--- src/design/base64_chunk_frame_reassembler_macros.svh ---
// Assertion macros shared by the base64 chunk frame reassembler RTL.
// Expects i_clk and i_rst_n in the scope of the module that uses them.
`ifndef BASE64_CHUNK_FRAME_REASSEMBLER_MACROS_SVH
`define BASE64_CHUNK_FRAME_REASSEMBLER_MACROS_SVH

// Property checked in the same cycle as its antecedent.
`define B64R_ASSERT_SAME(label, ante, cons) \
    label: assert property (@(posedge i_clk) disable iff (!i_rst_n) \
        (ante) |-> (cons)) else $error("b64r assertion failed");

// Property checked in the cycle after its antecedent.
`define B64R_ASSERT_NEXT(label, ante, cons) \
    label: assert property (@(posedge i_clk) disable iff (!i_rst_n) \
        (ante) |=> (cons)) else $error("b64r assertion failed");

`endif

--- src/design/b64r_pkg.sv ---
// Package of the base64 chunk frame reassembler: widths, codes, types and
// the base64 alphabet map. No dependencies.
package b64r_pkg;

    localparam int FRAME_BYTES = 8192;
    localparam int ADDR_W      = 13;
    localparam int CNT_W       = 14;
    localparam int CHUNK_W     = 10;
    localparam int TOTAL_W     = 11;
    localparam int IDLE_W      = 16;
    localparam int PROD_W      = CHUNK_W + CNT_W;
    localparam int CFG_IDX_W   = 2;
    localparam int CFG_DATA_W  = 16;
    localparam int IN_DATA_W   = 32;
    localparam int OUT_DATA_W  = 24;

    localparam logic [1:0] KIND_HEADER = 2'd0;
    localparam logic [1:0] KIND_CHAR   = 2'd1;
    localparam logic [1:0] KIND_END    = 2'd2;
    localparam logic [1:0] KIND_TICK   = 2'd3;

    localparam logic [CFG_IDX_W-1:0] REG_TOTAL   = 2'd0;
    localparam logic [CFG_IDX_W-1:0] REG_BYTES   = 2'd1;
    localparam logic [CFG_IDX_W-1:0] REG_TIMEOUT = 2'd2;

    typedef struct packed {
        logic               valid;
        logic [1:0]         kind;
        logic [CHUNK_W-1:0] chunk_number;
        logic [TOTAL_W-1:0] announced_total;
        logic [7:0]         text_char;
        logic [PROD_W-1:0]  offset;
    } t_stage;

    // Returns {in_alphabet, sextet}.
    function automatic logic [6:0] sextet_of(input logic [7:0] ch);
        logic [6:0] r;
        r = 7'd0;
        if (ch inside {[8'h41:8'h5A]}) begin
            r = {1'b1, 6'(ch - 8'h41)};
        end else if (ch inside {[8'h61:8'h7A]}) begin
            r = {1'b1, 6'(ch - 8'h61 + 8'd26)};
        end else if (ch inside {[8'h30:8'h39]}) begin
            r = {1'b1, 6'(ch - 8'h30 + 8'd52)};
        end else if (ch == 8'h2B) begin
            r = {1'b1, 6'd62};
        end else if (ch == 8'h2F) begin
            r = {1'b1, 6'd63};
        end
        return r;
    endfunction

endpackage

--- src/design/b64r_in_stage.sv ---
// Input register of the reassembler; also forms the chunk byte offset.
// Depends on b64r_pkg.
module b64r_in_stage (
    input  logic                             i_clk,
    input  logic                             i_rst_n,
    input  logic                             i_s_axis_tvalid,
    output logic                             o_s_axis_tready,
    // kind
    input  logic [1:0]                       i_s_axis_tuser,
    // chunk_number, announced_total, text_char, zero pad
    input  logic [b64r_pkg::IN_DATA_W-1:0]   i_s_axis_tdata,
    input  logic [b64r_pkg::CNT_W-1:0]       i_chunk_byte_count,
    input  logic                             i_advance,
    output b64r_pkg::t_stage                 o_stage
);

    b64r_pkg::t_stage r_stage;
    logic             w_load;
    logic [b64r_pkg::CHUNK_W-1:0] w_num;

    assign o_s_axis_tready = !r_stage.valid || i_advance;
    assign w_load          = i_s_axis_tvalid && o_s_axis_tready;
    assign w_num           = i_s_axis_tdata[b64r_pkg::CHUNK_W-1:0];
    assign o_stage         = r_stage;

    always_ff @(posedge i_clk) begin
        if (!i_rst_n) begin
            r_stage.valid <= 1'b0;
        end else if (o_s_axis_tready) begin
            r_stage.valid <= i_s_axis_tvalid;
        end
        if (w_load) begin
            r_stage.kind            <= i_s_axis_tuser;
            r_stage.chunk_number    <= w_num;
            r_stage.announced_total <= i_s_axis_tdata[20:10];
            r_stage.text_char       <= i_s_axis_tdata[28:21];
            r_stage.offset          <= b64r_pkg::PROD_W'(w_num)
                                     * b64r_pkg::PROD_W'(i_chunk_byte_count);
        end
    end

endmodule

--- src/design/b64r_core.sv ---
// Frame state, configuration registers and result register of the
// reassembler. Depends on b64r_pkg.
module b64r_core (
    input  logic                               i_clk,
    input  logic                               i_rst_n,
    input  logic                               i_cfg_we,
    input  logic [b64r_pkg::CFG_IDX_W-1:0]     i_cfg_index,
    input  logic [b64r_pkg::CFG_DATA_W-1:0]    i_cfg_data,
    input  b64r_pkg::t_stage                   i_stage,
    output logic                               o_ready,
    output logic [b64r_pkg::CNT_W-1:0]         o_chunk_byte_count,
    output logic                               o_m_axis_tvalid,
    input  logic                               i_m_axis_tready,
    // write_valid, chunk_accepted, frame_complete
    output logic [2:0]                         o_m_axis_tuser,
    // write_address, write_byte, zero pad
    output logic [b64r_pkg::OUT_DATA_W-1:0]    o_m_axis_tdata
);

    logic [b64r_pkg::TOTAL_W-1:0] r_total_cfg;
    logic [b64r_pkg::CNT_W-1:0]   r_bytes_cfg;
    logic [b64r_pkg::IDLE_W-1:0]  r_timeout_cfg;

    logic [b64r_pkg::CHUNK_W-1:0] r_expected, n_expected;
    logic [b64r_pkg::IDLE_W-1:0]  r_idle, n_idle;
    logic                         r_active, n_active;
    logic [b64r_pkg::CHUNK_W-1:0] r_current, n_current;
    logic                         r_last, n_last;
    logic [b64r_pkg::ADDR_W-1:0]  r_addr, n_addr;
    logic [b64r_pkg::CNT_W-1:0]   r_left, n_left;
    logic [11:0]                  r_acc, n_acc;
    logic [3:0]                   r_bits, n_bits;

    logic                         r_out_v;
    logic                         r_wv, n_wv;
    logic [b64r_pkg::ADDR_W-1:0]  r_wa, n_wa;
    logic [7:0]                   r_wb, n_wb;
    logic                         r_ok, n_ok;
    logic                         r_done, n_done;

    logic                         w_step;
    logic [6:0]                   w_sextet;
    logic [11:0]                  w_acc;
    logic [3:0]                   w_bits;
    logic [b64r_pkg::CNT_W-1:0]   w_rem;
    logic [b64r_pkg::CNT_W-1:0]   w_cap;
    logic                         w_past_end;
    logic [b64r_pkg::TOTAL_W-1:0] w_num_plus;

    assign o_ready            = !r_out_v || i_m_axis_tready;
    assign w_step             = i_stage.valid && o_ready;
    assign o_chunk_byte_count = r_bytes_cfg;
    assign o_m_axis_tvalid    = r_out_v;
    assign o_m_axis_tuser     = {r_done, r_ok, r_wv};
    assign o_m_axis_tdata     = {3'd0, r_wb, r_wa};

    assign w_sextet   = b64r_pkg::sextet_of(i_stage.text_char);
    assign w_acc      = {r_acc[5:0], w_sextet[5:0]};
    assign w_bits     = r_bits + 4'd6;
    assign w_past_end = i_stage.offset >= b64r_pkg::PROD_W'(b64r_pkg::FRAME_BYTES);
    assign w_rem      = b64r_pkg::CNT_W'(b64r_pkg::FRAME_BYTES)
                      - {1'b0, i_stage.offset[b64r_pkg::ADDR_W-1:0]};
    assign w_cap      = w_past_end ? '0
                      : ((w_rem > r_bytes_cfg) ? r_bytes_cfg : w_rem);
    assign w_num_plus = b64r_pkg::TOTAL_W'(i_stage.chunk_number) + 11'd1;

    always_comb begin
        n_expected = r_expected;
        n_idle     = r_idle;
        n_active   = r_active;
        n_current  = r_current;
        n_last     = r_last;
        n_addr     = r_addr;
        n_left     = r_left;
        n_acc      = r_acc;
        n_bits     = r_bits;
        n_wv       = 1'b0;
        n_wa       = '0;
        n_wb       = '0;
        n_ok       = 1'b0;
        n_done     = 1'b0;
        case (i_stage.kind)
            b64r_pkg::KIND_TICK: begin
                if (r_idle != '1) begin
                    n_idle = r_idle + 16'd1;
                end
            end
            b64r_pkg::KIND_HEADER: begin
                n_active = 1'b0;
                n_ok     = 1'b1;
                if (r_expected != '0 && r_idle > r_timeout_cfg) begin
                    n_expected = '0;
                end
                if (i_stage.announced_total != r_total_cfg
                        || i_stage.chunk_number != n_expected) begin
                    if (i_stage.chunk_number == '0) begin
                        n_expected = '0;
                    end else begin
                        n_ok = 1'b0;
                    end
                end
                if (n_ok) begin
                    if (w_cap == '0) begin
                        n_ok = 1'b0;
                    end else begin
                        n_active  = 1'b1;
                        n_current = i_stage.chunk_number;
                        n_last    = (w_num_plus == i_stage.announced_total);
                        n_addr    = i_stage.offset[b64r_pkg::ADDR_W-1:0];
                        n_left    = w_cap;
                        n_acc     = '0;
                        n_bits    = '0;
                    end
                end
            end
            b64r_pkg::KIND_CHAR: begin
                if (r_active && r_left != '0 && w_sextet[6]) begin
                    n_acc  = w_acc;
                    n_bits = w_bits;
                    if (w_bits >= 4'd8) begin
                        n_bits = w_bits - 4'd8;
                        n_wv   = 1'b1;
                        n_wa   = r_addr;
                        n_wb   = 8'(w_acc >> n_bits);
                        n_addr = r_addr + 13'd1;
                        n_left = r_left - 14'd1;
                    end
                end
            end
            default: begin
                if (r_active) begin
                    n_active   = 1'b0;
                    n_idle     = '0;
                    n_expected = r_current + 10'd1;
                    if (r_last) begin
                        n_done     = 1'b1;
                        n_expected = '0;
                    end
                end
            end
        endcase
    end

    always_ff @(posedge i_clk) begin
        if (!i_rst_n) begin
            r_total_cfg   <= 11'd16;
            r_bytes_cfg   <= 14'd512;
            r_timeout_cfg <= 16'd500;
            r_expected    <= '0;
            r_idle        <= '0;
            r_active      <= 1'b0;
            r_current     <= '0;
            r_last        <= 1'b0;
            r_addr        <= '0;
            r_left        <= '0;
            r_acc         <= '0;
            r_bits        <= '0;
            r_out_v       <= 1'b0;
        end else begin
            if (i_cfg_we) begin
                case (i_cfg_index)
                    b64r_pkg::REG_TOTAL:   r_total_cfg   <= i_cfg_data[10:0];
                    b64r_pkg::REG_BYTES:   r_bytes_cfg   <= i_cfg_data[13:0];
                    b64r_pkg::REG_TIMEOUT: r_timeout_cfg <= i_cfg_data;
                    default: ;
                endcase
            end
            if (o_ready) begin
                r_out_v <= i_stage.valid;
            end
            if (w_step) begin
                r_expected <= n_expected;
                r_idle     <= n_idle;
                r_active   <= n_active;
                r_current  <= n_current;
                r_last     <= n_last;
                r_addr     <= n_addr;
                r_left     <= n_left;
                r_acc      <= n_acc;
                r_bits     <= n_bits;
            end
        end
        if (w_step) begin
            r_wv   <= n_wv;
            r_wa   <= n_wa;
            r_wb   <= n_wb;
            r_ok   <= n_ok;
            r_done <= n_done;
        end
    end

endmodule

--- src/design/base64_chunk_frame_reassembler.sv ---
// Top level of the base64 chunk frame reassembler.
// Depends on b64r_pkg, b64r_in_stage, b64r_core and the macros header.
//
// The block takes one transaction per clock while the output is not stalled
// and returns exactly one result transaction for each, through the input
// register and then the result register. The first stage registers the item
// and forms the chunk's byte offset with a 10 by 14 bit multiply; the second
// stage updates the frame state and loads the result register, so the
// sustained rate is one item per cycle without stalls, set by that state update loop.
`include "base64_chunk_frame_reassembler_macros.svh"

module base64_chunk_frame_reassembler (
    input  logic                               i_clk,
    input  logic                               i_rst_n,
    input  logic                               i_cfg_we,
    input  logic [b64r_pkg::CFG_IDX_W-1:0]     i_cfg_index,
    input  logic [b64r_pkg::CFG_DATA_W-1:0]    i_cfg_data,
    input  logic                               i_s_axis_tvalid,
    output logic                               o_s_axis_tready,
    // kind
    input  logic [1:0]                         i_s_axis_tuser,
    // chunk_number, announced_total, text_char, zero pad
    input  logic [b64r_pkg::IN_DATA_W-1:0]     i_s_axis_tdata,
    output logic                               o_m_axis_tvalid,
    input  logic                               i_m_axis_tready,
    // write_valid, chunk_accepted, frame_complete
    output logic [2:0]                         o_m_axis_tuser,
    // write_address, write_byte, zero pad
    output logic [b64r_pkg::OUT_DATA_W-1:0]    o_m_axis_tdata
);

    b64r_pkg::t_stage             w_stage;
    logic                         w_core_ready;
    logic [b64r_pkg::CNT_W-1:0]   w_bytes_cfg;

    b64r_in_stage u_in_stage (
        .i_clk              (i_clk),
        .i_rst_n            (i_rst_n),
        .i_s_axis_tvalid    (i_s_axis_tvalid),
        .o_s_axis_tready    (o_s_axis_tready),
        .i_s_axis_tuser     (i_s_axis_tuser),
        .i_s_axis_tdata     (i_s_axis_tdata),
        .i_chunk_byte_count (w_bytes_cfg),
        .i_advance          (w_core_ready),
        .o_stage            (w_stage)
    );

    b64r_core u_core (
        .i_clk              (i_clk),
        .i_rst_n            (i_rst_n),
        .i_cfg_we           (i_cfg_we),
        .i_cfg_index        (i_cfg_index),
        .i_cfg_data         (i_cfg_data),
        .i_stage            (w_stage),
        .o_ready            (w_core_ready),
        .o_chunk_byte_count (w_bytes_cfg),
        .o_m_axis_tvalid    (o_m_axis_tvalid),
        .i_m_axis_tready    (i_m_axis_tready),
        .o_m_axis_tuser     (o_m_axis_tuser),
        .o_m_axis_tdata     (o_m_axis_tdata)
    );

    `B64R_ASSERT_NEXT(a_input_lands, i_s_axis_tvalid && o_s_axis_tready,
                      w_stage.valid)
    `B64R_ASSERT_NEXT(a_stage_holds, w_stage.valid && !w_core_ready,
                      w_stage.valid && $stable(w_stage.offset))
    `B64R_ASSERT_SAME(a_done_alone, o_m_axis_tvalid && o_m_axis_tuser[2],
                      !o_m_axis_tuser[0] && !o_m_axis_tuser[1])

endmodule
--- config.mk ---
export PLATFORM = sky130hd
export DESIGN_NAME = base64_chunk_frame_reassembler
export DESIGN_NICKNAME = d
export VERILOG_FILES = /design/src/design/b64r_pkg.sv /design/src/design/b64r_in_stage.sv /design/src/design/b64r_core.sv /design/src/design/base64_chunk_frame_reassembler.sv
export VERILOG_INCLUDE_DIRS = /design/src /design/src/design
export SDC_FILE = /design/constraint.sdc
export NUM_CORES = 1
export LEC_CHECK = 0
export BUFFER_PORTS_ARGS = -buffer_cell sky130_fd_sc_hd__buf_2
export CAP_MARGIN = 0
export CORE_MARGIN = 2
export CORE_UTILIZATION = 26
export CTS_CLUSTER_DIAMETER = 100
export DETAILED_ROUTE_END_ITERATION = 6
export GPL_ROUTABILITY_DRIVEN = 0
export GPL_TIMING_DRIVEN = 0
export PLACE_DENSITY_LB_ADDON = 0.25
export SETUP_SLACK_MARGIN = 0.5
export SYNTH_ARGS = -nofsm -noshare
export SYNTH_HDL_FRONTEND = slang
export SYNTH_SLANG_ARGS = --single-unit
export TNS_END_PERCENT = 100
--- constraint.sdc ---
create_clock -name i_clk -period 5.55 [get_ports i_clk]
set_clock_uncertainty 0.1 [all_clocks]
set_input_delay 0.2775 -clock i_clk [delete_from_list [all_inputs] [get_ports i_clk]]
set_output_delay 0.2775 -clock i_clk [all_outputs]
set_load 0.005 [all_outputs]
* Word level (Yosys, flattened, before mapping)
Index checks and enable logic that the tools add are counted.
** Word-level totals
- Output and inout bits :: 29
- Logic and storage cells :: 148
- Flip-flop bits (word level) :: 197
- Bits of input ports :: 57
** Cells by class
- Multiply operators :: 1
- Multiplexer cells :: 44
- Bitwise gates (word level) :: 4
- $add $sub $neg :: 13
- $lt $le $gt $ge :: 10
- Equality and inequality tests :: 15
- Shift-type cells :: 1
- Reductions and logical operators :: 36
** Operator list (count)
- two-way mux 14 bit :: 6
- two-way mux 10 bit :: 6
- two-way mux 13 bit :: 4
- two-way mux 7 bit :: 5
- two-way mux 16 bit :: 2
- case mux 16 bit (2 select lines) :: 1
- case mux 14 bit (2 select lines) :: 1
- case mux 13 bit (2 select lines) :: 1
- greater-or-equal comparator 24 x 14 -> 1 bit (second input constant) :: 1
- multiplier 10 x 14 -> 24 bit :: 1
- case mux 10 bit (2 select lines) :: 1
- two-way mux 6 bit :: 3
- adder 16 x 1 -> 16 bit (second input constant) :: 1
- == test 8 x 6 -> 1 bit (second input constant) :: 2
- greater-or-equal comparator 8 x 7 -> 1 bit (second input constant) :: 2
- greater-than comparator 16 bit :: 1
- less-or-equal comparator 8 x 7 -> 1 bit (second input constant) :: 2
- two-way mux 4 bit :: 4
- != test 16 bit (second input constant) :: 1
- greater-than comparator 14 bit :: 1
- zero test 14 bit :: 1
- nonzero test 14 bit :: 1
- subtractor 14 x 1 -> 14 bit (second input constant) :: 1
- subtractor 14 x 13 -> 14 bit (first input constant) :: 1
- 39 further kinds :: 74

* Logic depth before layout (Yosys ltp)
Gate-level depths: netlist of the first run.
- Depth after elaboration :: 10
- Mapped depth :: 23
- Depth with buffers taken out :: 22

* Hierarchy
Synthesis of the first run repeated with hierarchy kept, for this count alone.
** Second synthesis, totals
- Cell total of the unflattened synthesis :: 1652
- Area total of the unflattened synthesis :: 14915.6 um2
** By module, submodules not included
- b64r_core :: cells an instance 1058, area an instance 8659.6 um2, instances 1, sequential area each 3042.9 um2
- b64r_in_stage :: cells an instance 594, area an instance 6256.0 um2, instances 1, sequential area each 1671.6 um2

* Worst setup path after synthesis of the first run
No wires, ideal clock.
- Path type :: reg2reg
- From :: reg u_core.r_bytes_cfg, in the netlist u_core.o_chunk_byte_count[5]
- To :: reg u_in_stage.r_stage, in the netlist u_in_stage.o_stage[23], data pin
- Period minus slack after synthesis :: 5.829 ns
- Buffers on the path :: 1
- Data arrival time :: 5.469 ns
- Setup time :: 0.260 ns
- Stages on the path, launching flop included :: 24
- Data required time :: 5.190 ns
- Path slack :: -0.279 ns
- Cells stage by stage :: dfxtp_1 clkbuf_1 nand2_1 fa_1 inv_1 fa_1 inv_1 fa_1 inv_1 fa_1 inv_1 fa_1 inv_1 ha_1 nor4_1 o21a_1 a211oi_1 o31a_1 nor4_1 nor3_1 a2111o_1 a31o_2 a21oi_1 xnor2_1
** Between the ends
- Cells in the longest elaborated chain, start to end :: 1
** RTL lines
- from (decl) :: line b64r_core.sv:21 : logic [b64r_pkg::CNT_W-1:0] r_bytes_cfg;
- from (signal assigned) :: line b64r_core.sv:163 : b64r_pkg::REG_BYTES: r_bytes_cfg <= i_cfg_data[13:0];
- multiplier 10 x 14 -> 24 bit :: line b64r_in_stage.sv:38 : * b64r_pkg::PROD_W'(i_chunk_byte_count);
- to (decl) :: line b64r_in_stage.sv:17 : b64r_pkg::t_stage r_stage;
No other way between the ends.
A chain may end at the register's enable or synchronous reset.

* Worst setup path in the final report of the first run
- From :: reg u_core.r_bytes_cfg, in the netlist u_core.o_chunk_byte_count[7]
- To :: reg u_in_stage.r_stage, in the netlist u_in_stage.o_stage[23], data pin
The elaborated chain is that of the path after synthesis.

==> metrics.md, run 1 <==
| Metric | Value |
|---|---|
| Status | `complete, but fails checks` |
| Failing checks | `setup timing` |
| Average cell area after synthesis | `8.96 um2` |
| P per Cell Area | `210 nW/um2` |
| Diodes inserted | `0` |
| NetSw | `1.21 mW` |
| Largest family of logic cells by synthesized area | `adder cells` |
| Largest net degree at the start of global routing | `56` |
| Leakage | `7.43 nW` |
| Sequential share of the synthesized area | `0.314` |
| Avg Vias per Cell | `4.81` |
| First-pass GRT wire length | `70.6 mm` |
| CTS clk-pin slew, worst paths | `0.08 ns` |
| Fmax | `0.175 GHz` |
| Die height | `244 um` |
| MaxCap Viol Count | `0` |
| Post-synthesis mux area share | `0.0322` |
| Post-Synth Adder-Cell Area | `0.212` |
| Cell taking the most area after synthesis | `edfxtp_1` |
| WL final | `44.9 mm` |
| Post-route worst setup slack | `-0.152 ns` |
| Minimum period implied by the final worst setup slack | `5.70 ns` |
| Num Clock Sinks | `196` |
| Kind of cell adding the most delay to the critical path | `adder cells` |
| CP Max Fanout | `3` |
| Setup-failing EPs final | `2` |
| Global-route usage over all layers | `0.152` |
| Worst vdd ir | `138 uV` |
| Clock buffer depth | `2` |
| Register share of total power | `0.425` |
| CTS root buf | `clkbuf_16` |
| Post-Syn Area | `15,000 um2` |
| Initial antenna violation count | `1` |
| Initial cell density of the core | `0.261` |
| Setup TNS | `-0.173 ns` |
| Total global routing overflow | `0` |
| Area contributors post-synth | `edfxtp_1 16%, dfxtp_1 16%, fa_1 13%, ha_1 8.7%, nand2_1 5.5%` |
| Clock power frac | `0.344` |
| Synth Area in XOR/XNOR | `0.0473` |
| Vias in the first global route | `12,600` |
| CTS Buf Count | `17` |
| Placed Instances | `2,520` |
| Yosys warnings | `0` |
| RSZ-0062 raised after global routing | `true` |
| Most frequent CP cell | `fa_1` |
| Row count | `88` |
| Startpoint types | `flip-flop` |
| Core Region | `57,400 um2` |
| Area Overhead vs Synth | `21.0%` |
| HP Class | `in2reg` |
| Dpl hpwl | `33.6 mm` |
| DP Area | `16,600 um2` |
| Internal power | `2.60 mW` |
| Io pins | `86` |
| DR iter-0 viols | `811` |
| CP max stage cell | `fa_1` |
| Slew HR | `0.168` |
| Post-route design area | `18,200 um2` |
| Final antenna-violating net count | `0` |
| Req. time, crit path | `5.67 ns` |
| Synthesis-stage register bit count | `196` |
| Yosys top cell area share | `0.158` |
| Avg WL per Cell | `17.2 um` |
| Share of cells above drive strength 1 | `0.142` |
| Most frequent cells in the layout | `215 x nand2_1, 164 x inv_1, 104 x a21oi_1, 104 x dfxtp_1, 96 x ha_1` |
| Syn Inst Count | `1,674` |
| Post-route non-filler standard cell count | `2,619` |
| Nets | `2,096` |
| Async S/R FF share, synth | `0` |
| Tcrit/Tclk final | `1.03` |
| Post-synth EDFFs | `79` |
| Clock latency on the worst-skew pair | `0.47 ns` |
| DR vias | `12,600` |
| Drc violations | `0` |
| H-Tree Level Count | `4` |
| Final hold slack | `0.0232 ns` |
| Main synth FF type | `dfxtp_1` |
| Combinational share of power | `0.231` |
| CP Buf/Inv Count | `6` |
| Crit-path max cell delay | `0.56 ns` |
| Pre-antenna DRT Iters | `5` |
| CTS tree | `built` |
| Simple-gate area share of the yosys netlist | `0.193` |
| Die area | `59,600 um2` |
| Worst Setup Path Type | `reg2reg` |
| Die W | `244 um` |
| Commonest non-fill, non-tap cell in the layout | `nand2_1` |
| CP Data Arrival Time | `5.82 ns` |
| Final Hold Vio Count | `0` |
| Synth Area in Compound Gates | `0.132` |
| Worst Max-Slew Pin Slew | `1.24 ns` |
| Buffers on Ports | `79` |
| Slew Limit Fails | `0` |
| Setup crit end kind | `flip-flop` |
| Crit-path cells | `clkbuf_16 -> nand2_4 -> fa_1 -> inv_2 -> fa_1 -> inv_1 -> fa_1 -> inv_1 -> fa_1 -> inv_1 -> fa_1 -> inv_2 -> ha_4 -> nor4_4 -> o21a_1 -> a211oi_2 -> o31a_1 -> nor4_2 -> nor3_2 -> a2111o_1 -> a31o_2 -> a21oi_2 -> xnor2_1` |
| Sw Ratio | `0.317` |
| Synth cell types | `79` |
==> power groups by stage <==
| stage | clock network, mW | logic (mW) | registers [mW] |
|---|---|---|---|
| final | 1.31 | 0.879 | 1.62 |
| after global routing | 1.39 | 0.974 | 1.62 |
| after CTS | 1.35 | 0.860 | 1.62 |
| after detailed placement | 0 | 0.773 | 1.65 |
| after global placement | 0 | 0.766 | 1.66 |
| after floorplan | 0 | 0.543 | 1.63 |
==> cell type report <==
cell class / instances / area, um2
Timing Repair Buffer: 146 / 1010
Clock inverter: 14 / 163
Inverter: 171 / 642
Fill cell: 5992 / 39200
Buffer: 91 / 602
Clock buffer: 18 / 450
Sequential cell: 196 / 4760
Multi-Input combinational cell: 1218 / 9570
Tap cell: 765 / 957
==> cell usage after synthesis (43+ instances only) <==
library cell,instances
nand2_1,218
inv_1,170
dfxtp_1,117
a21oi_1,111
ha_1,104
fa_1,94
nor2_1,94
and2_1,86
edfxtp_1,79
clkbuf_1,71
xnor2_1,51
nand3_1,43
==> cells by family after synthesis <==
| kind of cell | after synthesis |
|---|---|
| AOI/OAI and AO/OA | 298 |
| xor gates and xnor gates | 81 |
| adders and majority gates | 198 |
| buffers and inverters | 262 |
| DFF | 196 |
| muxes | 43 |
| other | 1 |
| and+or+nand+nor | 595 |
==> per-layer routing <==
layer  wire length [um]  part of all wire  track usage
met5                  0                 0            0
met4               1590             0.035       0.0664
met3               1690             0.038       0.0173
met2              21300              0.47        0.257
met1              20300              0.45        0.196
==> worst register-to-register path, cell delays in order (launching register included) <==
cell and delay (ns):
dfxtp_4 0.36, clkbuf_16 0.14, nand2_4 0.05, fa_1 0.56, inv_2 0.04, fa_1 0.47
inv_1 0.05, fa_1 0.47, inv_1 0.05, fa_1 0.47, inv_1 0.05, fa_1 0.49
inv_2 0.05, ha_4 0.16, nor4_4 0.24, o21a_1 0.21, a211oi_2 0.06, o31a_1 0.34
nor4_2 0.21, nor3_2 0.09, a2111o_1 0.40, a31o_2 0.22, a21oi_2 0.13, xnor2_1 0.09
==> final timing paths <==
check	startpoint	to	slack, ns	cells past startpoint
min	i_cfg_data[6]	u_core.o_chunk_byte_count[6]	0.02	3
min reg2reg	u_core.r_bits[3]	u_core.r_bits[3]	0.36	2
max	u_core.o_chunk_byte_count[7]	u_in_stage.o_stage[23]	-0.15	23
max reg2reg	u_core.o_chunk_byte_count[7]	u_in_stage.o_stage[23]	-0.15	23
==> metrics by stage <==
stage | power [mW] | setup WS (ns) | util
6_report | 3.81 | -0.152 | 0.316
4_1_cts | 3.82 | -0.169 | 0.314
3_3_place_gp | 2.42 | -0.734 | 0.289
5_1_grt | 3.99 | -0.380 | 0.316
2_1_floorplan | 2.17 | 0.0899 | -
3_5_place_dp | 2.43 | -0.691 | 0.289
==> flip-flops by register name, indices dropped and copies added, names as in the netlist, 11 cells and up <==
signal and flops:
u_core.o_chunk_byte_count 14, u_core.r_addr 13, u_core.r_idle 16, u_core.r_left 14, u_core.r_timeout_cfg 16, u_core.r_total_cfg 11
u_core.r_wa 13, u_in_stage.o_stage 56
==> repair_timing <==
item                                    4_1_cts  5_1_grt
setup buffers                                28        4
endpoints found under the setup margin       60       40
pin swaps                                    22       20
gates cloned                                  0        0
resized for setup                            59       33
hold buffers                                 35        0
endpoints found under the hold margin        42        0
Note: power is estimated with default switching activity, not from simulation.
==> run 2: changes to the inputs <==
--- a/config.mk
+++ b/config.mk
@@ -15,6 +15,7 @@
 export GPL_ROUTABILITY_DRIVEN = 0
 export GPL_TIMING_DRIVEN = 0
 export PLACE_DENSITY_LB_ADDON = 0.25
+export REMOVE_ABC_BUFFERS = 1
 export SETUP_SLACK_MARGIN = 0.5
 export SYNTH_ARGS = -nofsm -noshare
 export SYNTH_HDL_FRONTEND = slang
==> metrics.md, run 2 (synthesis gave the netlist of run 1 again) <==
| Metric | Value |
|---|---|
| Status | `complete, but fails checks` |
| Failing checks | `setup timing` |
| Total global routing overflow | `0 (unchanged)` |
| Leakage | `7.22 nW (-2.8%)` |
| Buffers on Ports | `79 (unchanged)` |
| Clock buffer depth | `2 (unchanged)` |
| Most frequent cells in the layout | `214 x nand2_1, 162 x inv_1, 106 x a21oi_1` |
| Post-route worst setup slack | `-0.0375 ns (+0.114 ns)` |
| Setup TNS | `-0.0375 ns (+0.135 ns)` |
| Vias in the first global route | `12,100 (-3.5%)` |
| CP Data Arrival Time | `5.73 ns (-0.09 ns)` |
| DR iter-0 viols | `720 (-11%)` |
| Global-route usage over all layers | `0.143 (-0.00910)` |
| Worst vdd ir | `241 uV (+75%)` |
| Final antenna-violating net count | `0 (unchanged)` |
| Setup crit end kind | `flip-flop` |
| Hold worst-path end | `u_in_stage.o_stage[52]` |
| CTS Buf Count | `17 (unchanged)` |
| Io pins | `86 (unchanged)` |
| Share of cells above drive strength 1 | `0.133 (-0.00891)` |
| Overall Power | `3.69 mW (-2.9%)` |
| Die height | `244 um (unchanged)` |
| Worst reg-to-reg setup slack | `-0.04 ns (+0.11 ns)` |
| Startpoint types | `flip-flop` |
| Worst slack at placement | `-1.23 ns (-0.543 ns)` |
| Metal3 WL | `1.52 mm (-10%)` |
| Drc violations | `0 (unchanged)` |
| Clock latency on the worst-skew pair | `0.50 ns (+0.03 ns)` |
| Placed Instances | `2,434 (-3.4%)` |
| Fillers | `5,992 (unchanged)` |
| Post-route design area | `17,700 um2 (-2.6%)` |
| DP Area | `16,100 um2 (-2.9%)` |
| P per Cell Area | `209 nW/um2 (-0.38%)` |
| Die area | `59,600 um2 (unchanged)` |
| Worst Max-Slew Pin Slew | `1.27 ns (+0.0333 ns)` |
| H-Tree Level Count | `4 (unchanged)` |
| CTS root buf | `clkbuf_16` |
| Fmax | `0.179 GHz (+2.0%)` |
| Hold depth | `1 (-2)` |
| Metal-1 WL | `18.7 mm (-7.9%)` |
| Core Region | `57,400 um2 (unchanged)` |
| HP Class | `in2reg` |
| DR vias | `12,200 (-3.5%)` |
| Slew HR | `0.146 (-0.0223)` |
| Largest register FFs | `56 (unchanged)` |
| CTS tree | `built` |
| Largest net degree at the start of global routing | `69 (+23%)` |
| WL final | `41.8 mm (-7.0%)` |
| Worst R2R End | `u_in_stage.o_stage[23]` |
| Worst Setup SP | `u_core.o_chunk_byte_count[5]` |
| Commonest non-fill, non-tap cell in the layout | `nand2_1` |
| Min-Delay Startpoint | `i_s_axis_tdata[9]` |
| Post-route non-filler standard cell count | `2,548 (-2.7%)` |
| CP Max Fanout | `5 (+2)` |
| Diodes inserted | `0 (unchanged)` |
| Final Hold Vio Count | `0 (unchanged)` |
| Dpl hpwl | `29.5 mm (-12%)` |
| R2R cell count | `22 (-4.3%)` |
| Met2 WL | `20.6 mm (-3.5%)` |
| Slew Limit Fails | `0 (unchanged)` |
| Pre-antenna DRT Iters | `5 (unchanged)` |
| Top Metal Used | `met5` |
| CTS clk-pin slew, worst paths | `0.08 ns (about the same)` |
| Worst Setup Path Type | `reg2reg` |
| Nets | `2,025 (-3.4%)` |
| Avg Vias per Cell | `4.77 (-0.84%)` |
| Setup-failing EPs final | `1 (-1)` |
| Minimum period implied by the final worst setup slack | `5.59 ns (-0.114 ns)` |
| Avg WL per Cell | `16.4 um (-4.4%)` |
| Tcrit/Tclk final | `1.01 (-0.0206)` |
| Num Clock Sinks | `196 (unchanged)` |
| Initial cell density of the core | `0.261 (unchanged)` |
| RR Startpoint | `u_core.o_chunk_byte_count[5]` |
| RSZ-0062 raised after global routing | `true` |
| MaxCap Viol Count | `0 (unchanged)` |
| Die W | `244 um (unchanged)` |
| Initial antenna violation count | `5 (+4)` |
| Row count | `88 (unchanged)` |
| Req. time, crit path | `5.69 ns (+0.02 ns)` |
| First-pass GRT wire length | `66.8 mm (-5.5%)` |
| Area Overhead vs Synth | `18.0%` |
==> run 2: area by class of cell <==
class                      count  area [um2]  area share
clock inverter                12         106     0.00601
timing repair buffer         165        1210      0.0685
sequential                   196        4760       0.269
tap                          765         957      0.0541
multi-input combinational   1219        9560       0.541
inverter                     171         642      0.0363
clock buffer                  20         448      0.0253
==> run 2: worst max-delay path, cell delays in order, from the launching register on <==
cell	delay, ns
dfxtp_4	0.40
nand2_4	0.05
fa_1	0.56
inv_2	0.05
fa_1	0.48
inv_1	0.05
fa_1	0.49
inv_1	0.05
fa_1	0.48
inv_1	0.05
fa_1	0.49
inv_2	0.05
ha_4	0.18
nor4_4	0.13
o21a_1	0.20
a211oi_2	0.06
o31a_1	0.30
nor4_2	0.18
nor3_2	0.10
a2111o_1	0.42
a31o_2	0.26
a21oi_2	0.14
xnor2_1	0.07
==> run 2: how the worst max path moves through the flow <==
stage                        endpoint
2_1_floorplan  u_in_stage.o_stage[23]
3_3_place_gp            u_core.r_last
3_5_place_dp   u_in_stage.o_stage[22]
4_1_cts        u_in_stage.o_stage[23]
5_1_grt        u_in_stage.o_stage[23]
6_report       u_in_stage.o_stage[23]
==> run 2: metal layers <==
layer / up-vias / track usage
met3: 66 / 0.0302
li1: 5908 / -
met1: 5943 / 0.177
met2: 226 / 0.248
met4: 10 / 0.0464
met5: - / 0
==> run 2: through the flow <==
stage	hold WS, ns	util
after floorplan	0.239	-
after global placement	0.336	0.278
after detailed placement	0.345	0.280
after CTS	0.0461	0.305
after global routing	0.0729	0.308
final	0.0870	0.308
==> run 2: report_power, final <==
part | switching [mW] | total, mW | internal, mW
clock | 0.638 | 1.24 | 0.604
sequential | 0.0853 | 1.65 | 1.57
combinational | 0.448 | 0.802 | 0.354
total | 1.17 | 3.69 | 2.52
==> run 2: repair_timing <==
| item | CTS | global route |
|---|---|---|
| endpoints found under the setup margin | 63 | 44 |
| pin swaps | 28 | 33 |
| hold endpoints to repair | 59 | 0 |
| setup buffers | 25 | 17 |
| cloned | 1 | 0 |
| resized for setup | 66 | 25 |
| hold buffers | 39 | 0 |
==> run 3: changes to the inputs <==
--- a/config.mk
+++ b/config.mk
@@ -16,7 +16,6 @@
 export GPL_TIMING_DRIVEN = 0
 export PLACE_DENSITY_LB_ADDON = 0.25
 export REMOVE_ABC_BUFFERS = 1
-export SETUP_SLACK_MARGIN = 0.5
 export SYNTH_ARGS = -nofsm -noshare
 export SYNTH_HDL_FRONTEND = slang
 export SYNTH_SLANG_ARGS = --single-unit
==> constraint.sdc (replaced) <==
create_clock -name i_clk -period 5.55 [get_ports i_clk]
set_clock_uncertainty 0.1 [all_clocks]
set_input_delay 1.11 -clock i_clk [delete_from_list [all_inputs] [get_ports i_clk]]
set_output_delay 1.11 -clock i_clk [all_outputs]
set_load 0.005 [all_outputs]
==> metrics.md, run 3 (synthesis gave the netlist of run 1 again) <==
| Metric | Value |
|---|---|
| Final Hold Vio Count | `0 (unchanged)` |
| Tcrit/Tclk final | `1.06 (+0.0551)` |
| Setup TNS | `-1.10 ns (-1.06 ns)` |
| DR iter-0 viols | `671 (-6.8%)` |
| Multi-input logic area | `9540 um2 (-0.24%)` |
| Overall Power | `3.65 mW (-1.1%)` |
| Pre-antenna DRT Iters | `4 (-1)` |
| Setup-failing EPs final | `6 (+5)` |
| H-Tree Level Count | `4 (unchanged)` |
| Total global routing overflow | `0 (unchanged)` |
| CP Data Arrival Time | `6.04 ns (+0.31 ns)` |
| Clock buffer depth | `2 (unchanged)` |
| Worst Setup SP | `i_s_axis_tdata[1]` |
| R2R cell count | `22 (unchanged)` |
| Largest register FFs | `56 (unchanged)` |
| DP Area | `16,100 um2 (unchanged)` |
| Drc violations | `0 (unchanged)` |
| Failing checks | `setup timing` |
| Core Region | `57,400 um2 (unchanged)` |
| Worst reg-to-reg setup slack | `-0.22 ns (-0.18 ns)` |
| Minimum period implied by the final worst setup slack | `5.89 ns (+0.306 ns)` |
| Req. time, crit path | `5.69 ns (about the same)` |
| Largest net degree at the start of global routing | `69 (unchanged)` |
| MaxCap Viol Count | `0 (unchanged)` |
| Initial antenna violation count | `2 (-3)` |
| First-pass GRT wire length | `64.8 mm (-3.0%)` |
| Post-layout util | `0.300 (-0.00879)` |
| Hold depth | `2 (+1)` |
| Clock latency on the worst-skew pair | `0.49 ns (about the same)` |
| Row count | `88 (unchanged)` |
| RSZ-0062 raised after global routing | `true` |
| Io pins | `86 (unchanged)` |
| Fillers | `6,023 (+0.52%)` |
| Die height | `244 um (unchanged)` |
| Setup crit end kind | `flip-flop` |
| Num Clock Sinks | `196 (unchanged)` |
| CTS tree | `built` |
| Avg WL per Cell | `16.2 um (-1.0%)` |
| Worst R2R End | `u_in_stage.o_stage[23]` |
| Buffers on Ports | `79 (unchanged)` |
| P per Cell Area | `213 nW/um2 (+1.8%)` |
| Commonest non-fill, non-tap cell in the layout | `nand2_1` |
| CTS root buf | `clkbuf_16` |
| Worst vdd ir | `217 uV (-9.7%)` |
| Post-route design area | `17,200 um2 (-2.9%)` |
| CTS clk-pin slew, worst paths | `0.09 ns (about the same)` |
| Initial cell density of the core | `0.261 (unchanged)` |
| Final hold slack | `0.354 ns (+0.267 ns)` |
| Fmax | `0.170 GHz (-5.2%)` |
| RR Startpoint | `u_core.o_chunk_byte_count[5]` |
| Final antenna-violating net count | `0 (unchanged)` |
| Placed Instances | `2,434 (unchanged)` |
| CTS Buf Count | `17 (unchanged)` |
| Avg Vias per Cell | `4.76 (-0.23%)` |
| Slew Limit Fails | `0 (unchanged)` |
| Most frequent cells in the layout | `216 x nand2_1, 164 x inv_1, 105 x a21oi_1, 105 x dfxtp_1, 95 x ha_1` |
| Sequential cell area | `4730 um2 (-0.68%)` |
| Hold worst-path end | `u_core.r_bits[3]` |
| Min-Delay Startpoint | `u_core.r_bits[3]` |
| Dpl hpwl | `29.5 mm (unchanged)` |
| Post-route non-filler standard cell count | `2,491 (-2.2%)` |
| WL final | `40.5 mm (-3.2%)` |
| CP Max Fanout | `5 (unchanged)` |
| Area Overhead vs Synth | `14.6%` |
| Nets | `1,968 (-2.8%)` |
| DR vias | `11,900 (-2.5%)` |
| Global-route usage over all layers | `0.138 (-0.00480)` |
| Worst Max-Slew Pin Slew | `1.25 ns (-0.0192 ns)` |
| Post-route worst setup slack | `-0.343 ns (-0.306 ns)` |
| Diodes inserted | `0 (unchanged)` |
| HP Class | `reg2reg` |
| Die area | `59,600 um2 (unchanged)` |
| Startpoint types | `input pin` |
| Worst slack at placement | `-1.90 ns (-0.671 ns)` |
| Share of cells above drive strength 1 | `0.126 (-0.00776)` |
| Die W | `244 um (unchanged)` |
| Worst Setup Path Type | `in2reg` |
| Slew HR | `0.159 (+0.0129)` |
| Status | `complete, but fails checks` |
| Leakage | `7.00 nW (-3.1%)` |
| Vias in the first global route | `11,800 (-2.6%)` |
[run 3: how the worst max path moves through the flow]
| stage | endpoint | cells after the start |
|---|---|---|
| after detailed placement | u_in_stage.o_stage[22] | 22 |
| after global placement | u_in_stage.o_stage[22] | 22 |
| final | u_in_stage.o_stage[23] | 23 |
| after CTS | u_in_stage.o_stage[23] | 23 |
| after global routing | u_in_stage.o_stage[23] | 22 |
| after floorplan | u_in_stage.o_stage[23] | 22 |
[run 3: what timing repair did]
item | CTS | global route
resized for setup | 73 | 22
hold endpoints to repair | 0 | 0
gates cloned | 0 | 1
setup buffers | 18 | 6
pin swaps | 29 | 8
endpoints found under the setup margin | 45 | 39
hold buffers | 0 | 0
[run 3: critical path: stages]
cell and delay (ns):
buf_12 0.09, nand2_4 0.05, fa_1 0.57, inv_2 0.05, fa_1 0.50, inv_2 0.04
fa_1 0.51, inv_1 0.05, fa_1 0.49, inv_2 0.04, fa_1 0.52, inv_2 0.05
ha_4 0.18, nor4_4 0.13, o21a_1 0.20, a211oi_2 0.05, o31a_1 0.30, nor4_2 0.18
nor3_2 0.09, a2111o_1 0.41, a31o_2 0.23, a21oi_2 0.13, xnor2_1 0.08
[run 3: routing by layer]
metal | vias up | GRT usage | part of all wire
met2 | 212 | 0.236 | 0.49
met4 | 2 | 0.0407 | 0.018
met1 | 5797 | 0.174 | 0.45
met3 | 47 | 0.0312 | 0.038
li1 | 5796 | - | -
met5 | - | 0 | 0.00032
[run 3: power by group]
group          switching (mW)  total, mW  internal [mW]
clock                   0.631       1.23          0.603
combinational           0.431      0.758          0.327
sequential             0.0902       1.66           1.57
[run 3: cell type report]
cell class / instances / area share
Tap cell: 765 / 0.0557
Clock buffer: 20 / 0.0261
Clock inverter: 12 / 0.00619
Multi-Input combinational cell: 1219 / 0.555
Timing Repair Buffer: 108 / 0.0443
Inverter: 171 / 0.0373
Sequential cell: 196 / 0.275
